## config.mk

```make
export PLATFORM = sky130hd
export DESIGN_NAME = dang_skid
export DESIGN_NICKNAME = d
export VERILOG_FILES = /design/src/design/dang_pkg.sv /design/src/design/dang_skid.sv
export SDC_FILE = /design/constraint.sdc
export NUM_CORES = 1
export LEC_CHECK = 0
export BUFFER_PORTS_ARGS = -buffer_cell sky130_fd_sc_hd__buf_2
export CORE_MARGIN = 8
export CORE_UTILIZATION = 32
export CTS_CLUSTER_DIAMETER = 80
export DETAILED_ROUTE_END_ITERATION = 7
export SETUP_SLACK_MARGIN = 0.5
export SYNTH_ARGS = -nofsm -noshare
export SYNTH_HDL_FRONTEND = slang
export SYNTH_SLANG_ARGS = --single-unit
export TNS_END_PERCENT = 1
```

## constraint.sdc

```tcl
create_clock -name clk -period 9.7 [get_ports clk]
set_clock_uncertainty 0.15 [all_clocks]
set_input_delay 0.485 -clock clk [delete_from_list [all_inputs] [get_ports clk]]
set_output_delay 0.485 -clock clk [all_outputs]
set_load 0.02 [all_outputs]
```

## src/design/dang_pkg.sv

```systemverilog
`default_nettype none

package dang_pkg;

	// Build-time configuration.
	localparam int CORDIC_STAGES = 24;
	localparam int FRAC_BITS     = 16;
	localparam int GUARD_SHIFT   = 24;

	// Field and datapath widths.
	localparam int IN_W    = 32;
	localparam int DIFF_W  = IN_W + 1;
	localparam int VEC_W   = DIFF_W + GUARD_SHIFT + 3;
	localparam int ANG_W   = FRAC_BITS + 11;
	localparam int SH_W    = $clog2(CORDIC_STAGES);
	localparam int QW      = 28;
	localparam int YAW_W   = 26;
	localparam int PITCH_W = 24;
	localparam int SIDE_W  = DIFF_W + 1;
	localparam int GAIN_W  = 32;
	localparam int HI_W    = VEC_W - GAIN_W;

	// Degrees per radian and the CORDIC gain compensation, both scaled by 2^32.
	localparam logic [63:0]       DEG_PER_RAD_Q32 = 64'd246083499208;
	localparam logic [GAIN_W-1:0] GAIN_COMP       = 32'h9B74EDA8;

	// Conversion of an accumulated angle to Q16.16.
	localparam int Q_SHR = (FRAC_BITS > 16) ? FRAC_BITS - 16 : 0;
	localparam int Q_SHL = (FRAC_BITS < 16) ? 16 - FRAC_BITS : 0;
	localparam int Q_RND = (2 ** Q_SHR) / 2;

	localparam logic signed [QW-1:0] Q_P180 = QW'(180 * 65536);
	localparam logic signed [QW-1:0] Q_M180 = -Q_P180;
	localparam logic signed [QW-1:0] Q_P90  = QW'(90 * 65536);
	localparam logic signed [QW-1:0] Q_M90  = -Q_P90;

	localparam logic signed [ANG_W-1:0] ANG_180 = ANG_W'(64'd180 << FRAC_BITS);

	typedef logic [SIDE_W-1:0] side_t;

	// One vector as it travels down a CORDIC chain, with the data that rides along.
	typedef struct packed {
		logic                    vld;
		logic signed [VEC_W-1:0] x;
		logic signed [VEC_W-1:0] y;
		logic signed [ANG_W-1:0] ang;
		side_t                   side;
	} vec_t;

	typedef struct packed {
		logic signed [YAW_W-1:0]   yaw;
		logic signed [PITCH_W-1:0] pitch;
	} res_t;

	// atan(2^-idx) in degrees, from an arctangent series at 48 fraction bits,
	// rounded to 32, then half up to FRAC_BITS. Evaluated at elaboration only.
	function automatic logic signed [ANG_W-1:0] dang_step_angle(input int unsigned idx);
		logic [63:0] s48;
		logic [63:0] term;
		logic [63:0] a32;
		logic [63:0] sum;
		logic [63:0] rnd;
		int unsigned sh;
		s48 = DEG_PER_RAD_Q32 << 16;
		sum = '0;
		if (idx == 0) begin
			a32 = 64'd45 << 32;
		end else begin
			for (int unsigned k = 0; k < 64; k++) begin
				sh = idx * (2 * k + 1);
				if (sh < 63) begin
					term = (s48 >> sh) / 64'(2 * k + 1);
					if (k[0]) begin
						sum = sum - term;
					end else begin
						sum = sum + term;
					end
				end
			end
			a32 = (sum + (64'd1 << 15)) >> 16;
		end
		rnd = (a32 + (64'd1 << (31 - FRAC_BITS))) >> (32 - FRAC_BITS);
		return ANG_W'(rnd);
	endfunction

	// Accumulated angle to Q16.16, rounding half up.
	function automatic logic signed [QW-1:0] dang_to_q16(input logic signed [ANG_W-1:0] a);
		logic signed [ANG_W:0] t;
		t = (ANG_W + 1)'(a) + (ANG_W + 1)'(Q_RND);
		return QW'(t >>> Q_SHR) <<< Q_SHL;
	endfunction

endpackage

`default_nettype wire

```

## src/design/dang_skid.sv

```systemverilog
`default_nettype none

module dang_skid (
	input  logic           clk,
	input  logic           arst_n,
	input  logic           push,
	input  dang_pkg::res_t d_in,
	output logic           room,
	output logic           out_valid,
	input  logic           out_ready,
	output dang_pkg::res_t d_out
);
	import dang_pkg::*;

	logic out_vld_q;
	logic skd_vld_q;
	res_t out_q;
	res_t skd_q;
	logic take;
	logic load_out;

	assign take     = out_vld_q && out_ready;
	assign load_out = !out_vld_q || take;

	// The spare entry catches the one result that arrives while the output is held.
	always_ff @(posedge clk or negedge arst_n) begin
		if (!arst_n) begin
			out_vld_q <= 1'b0;
			skd_vld_q <= 1'b0;
		end else if (load_out) begin
			out_vld_q <= skd_vld_q || push;
			skd_vld_q <= 1'b0;
		end else if (push) begin
			skd_vld_q <= 1'b1;
		end
	end

	always_ff @(posedge clk) begin
		if (load_out) begin
			out_q <= skd_vld_q ? skd_q : d_in;
		end
		if (!load_out && push) begin
			skd_q <= d_in;
		end
	end

	assign room      = !skd_vld_q;
	assign out_valid = out_vld_q;
	assign d_out     = out_q;

endmodule

`default_nettype wire
```

==> flow_summary.json <==
{
  "outcome": "finished, final reports clean",
  "drv_slew": 0,
  "setup_tns_ns": 0,
  "clk_pin_slew_worst_paths_ns": 0.06,
  "critical_path_class": "reg -> out",
  "cts_max_level": 3,
  "yosys-top-cells-area": "edfxtp_1 76%, mux2_4 18%, buf_12 2.5%, dfrtp_1 1.3%, mux2_2 0.57%",
  "nets": 332,
  "remaining_drc_errors": 0,
  "yosysTopAreaCell": "edfxtp_1",
  "syn_to_final_growth_pct": 22.7,
  "grt_max_degree": 54,
  "dieArea_um2": 16100,
  "yosys_warnings": 0,
  "numCtsBuffers": 9,
  "post-route-period-util_pct": 23.9,
  "ir_drop_mv": 0.0748,
  "maxCapViolations": 0,
  "core_area_um2": 12000,
  "finalPower_uw": 958,
  "rows": 40,
  "setup_viol": 0,
  "ys_ff_latch": 102,
  "ios": 106,
  "rsz0062_at_grt": "false",
  "num_vias": 1819,
  "cp_max_fo": 52,
  "placement.cell_area_um2": 4560,
  "drive_gt1_share_pct": 61.0,
  "min_period_ns": 2.31,
  "insertion_delay_ns": 0.33,
  "final_cell_area_um2": 4830,
  "endpoint_kind": "output pin",
  "syn_avg_cell_area_um2": 23.9,
  "die_x_um": 127,
  "first_pass_iters": 4,
  "ant_nets": 0,
  "dr.first_iter.drc_count": 175,
  "fillers": 1101,
  "p_leak_nw": 1.91,
  "crit_arrival_ns": 1.68,
  "hold_viol_final": 0,
  "clock_sinks": 102,
  "start_util_pct": 32.8,
  "clockRootBuffer": "clkbuf_16",
  "wl_per_cell_um": 15.7,
  "fp.dieH_um": 127,
  "tightest_slew_ns": 0.944,
  "fmax_mhz": 432,
  "grt_overflow": 0,
  "synth_cell_types": 10,
  "pre_cts_slack_ns": 7.33,
  "final_cell_mix": "105 x buf_2, 100 x edfxtp_1, 48 x mux2_4, 9 x clkbuf_16",
  "first_global_vias": 2002,
  "p_per_area_nw_per_um2": 198,
  "synth_fp_nets": 219,
  "port_buffers": 105,
  "vias_per_cell": 4.24,
  "final_common_cell": "buf_2",
  "antenna_cells": 0,
  "netlist_area_um2": 3940,
  "hpwl_mm": 4.59,
  "cts_tree": "done",
  "routed_wl_mm": 6.73,
  "grt_usage_pct": 8.57,
  "yosysSeqAreaShare_pct": 77.6,
  "clk_path_buf_depth": 2,
  "grt_pass1_wl_mm": 10.7,
  "antenna_found_initial": 1,
  "gp_congestion": 0.651,
  "worstSetupStartpointType": "flip-flop",
  "syn_inst": 165,
  "fin_ws_ns": 7.39,
  "worstHoldPathType": "in -> reg",
  "crit_required_ns": 9.07,
  "slew_headroom_pct": 37.0,
  "synth_top_area_share_pct": 76.3
}
## report_power, final
group | total [mW] | internal (mW) | switching, mW
sequential | 0.538 | 0.522 | 0.0159
combinational | 0.108 | 0.0517 | 0.0562
clock | 0.312 | 0.170 | 0.142
total | 0.958 | 0.744 | 0.214
## registers in the layout, indices dropped and copies added, names as in the netlist
register and cells:
d_out 50, skd_vld_q 1, out_valid 1, skd_q 50
## metal layers
metal	share of wire [%]	track usage, %	vias up
met1	43	10.1	876
li1	-	-	873
met2	48	13.4	58
met5	0.18	0	-
met4	1.7	4.83	2
met3	6.8	3.02	10
## worst paths after layout
kind	from	end	slack, ns	cells past startpoint
min in group asynchronous	arst_n	out_valid	0.32	2
hold reg to reg	skd_q[0]	d_out[0]	0.40	1
hold / removal	d_in[10]	skd_q[10]	0.19	1
setup / recovery	skd_vld_q	room	7.39	2
setup reg to reg	out_valid	skd_q[16]	7.71	4
max in group asynchronous	arst_n	skd_vld_q	8.97	2
## through the flow
stage | cells | hold slack (ns) | util (%)
CTS | 429 | 0.175 | 40.2
global route | 429 | 0.175 | 40.2
detailed placement | 413 | 0.124 | 38.0
finish | 429 | 0.192 | 40.2
global placement | 413 | 0.120 | 38.0
floorplan | 165 | 0.0394 | -
## cell usage after synthesis
| cell type | n |
|---|---|
| buf_12 | 5 |
| mux2_2 | 2 |
| nand2b_1 | 1 |
| dfrtp_1 | 2 |
| nor2_1 | 3 |
| inv_1 | 2 |
| buf_6 | 1 |
| mux2_4 | 48 |
| nand2_1 | 1 |
| edfxtp_1 | 100 |
## logic make-up after synthesis
kind of cell           count (synthesis)  synth area share, %
flip-flops                           102                 77.6
multiplexers                          50                 18.9
buffers and inverters                  8                 3.02
AND/OR/NAND/NOR                        5                0.540
## area by class of cell
cell class	count	area (um2)	share of cell area [%]
Clock inverter	5	27.5	0.570
Timing Repair Buffer	108	551	11.4
Sequential cell	102	3060	63.3
Multi-Input combinational cell	55	774	16.0
Tap cell	147	184	3.81
Clock buffer	10	229	4.74
Inverter	2	7.51	0.155
## critical path, cell delays in order (launching register included)
cell and delay (ns):
dfrtp_4 1.05, inv_1 0.09, buf_2 0.19
## timing repair
item / 4_1_cts / 5_1_grt
resized for setup: 0 / 0
hold endpoints to repair: 2 / 0
hold buffers: 1 / 0
setup buffers: 0 / 0
Power figures use the tool's default switching activity.
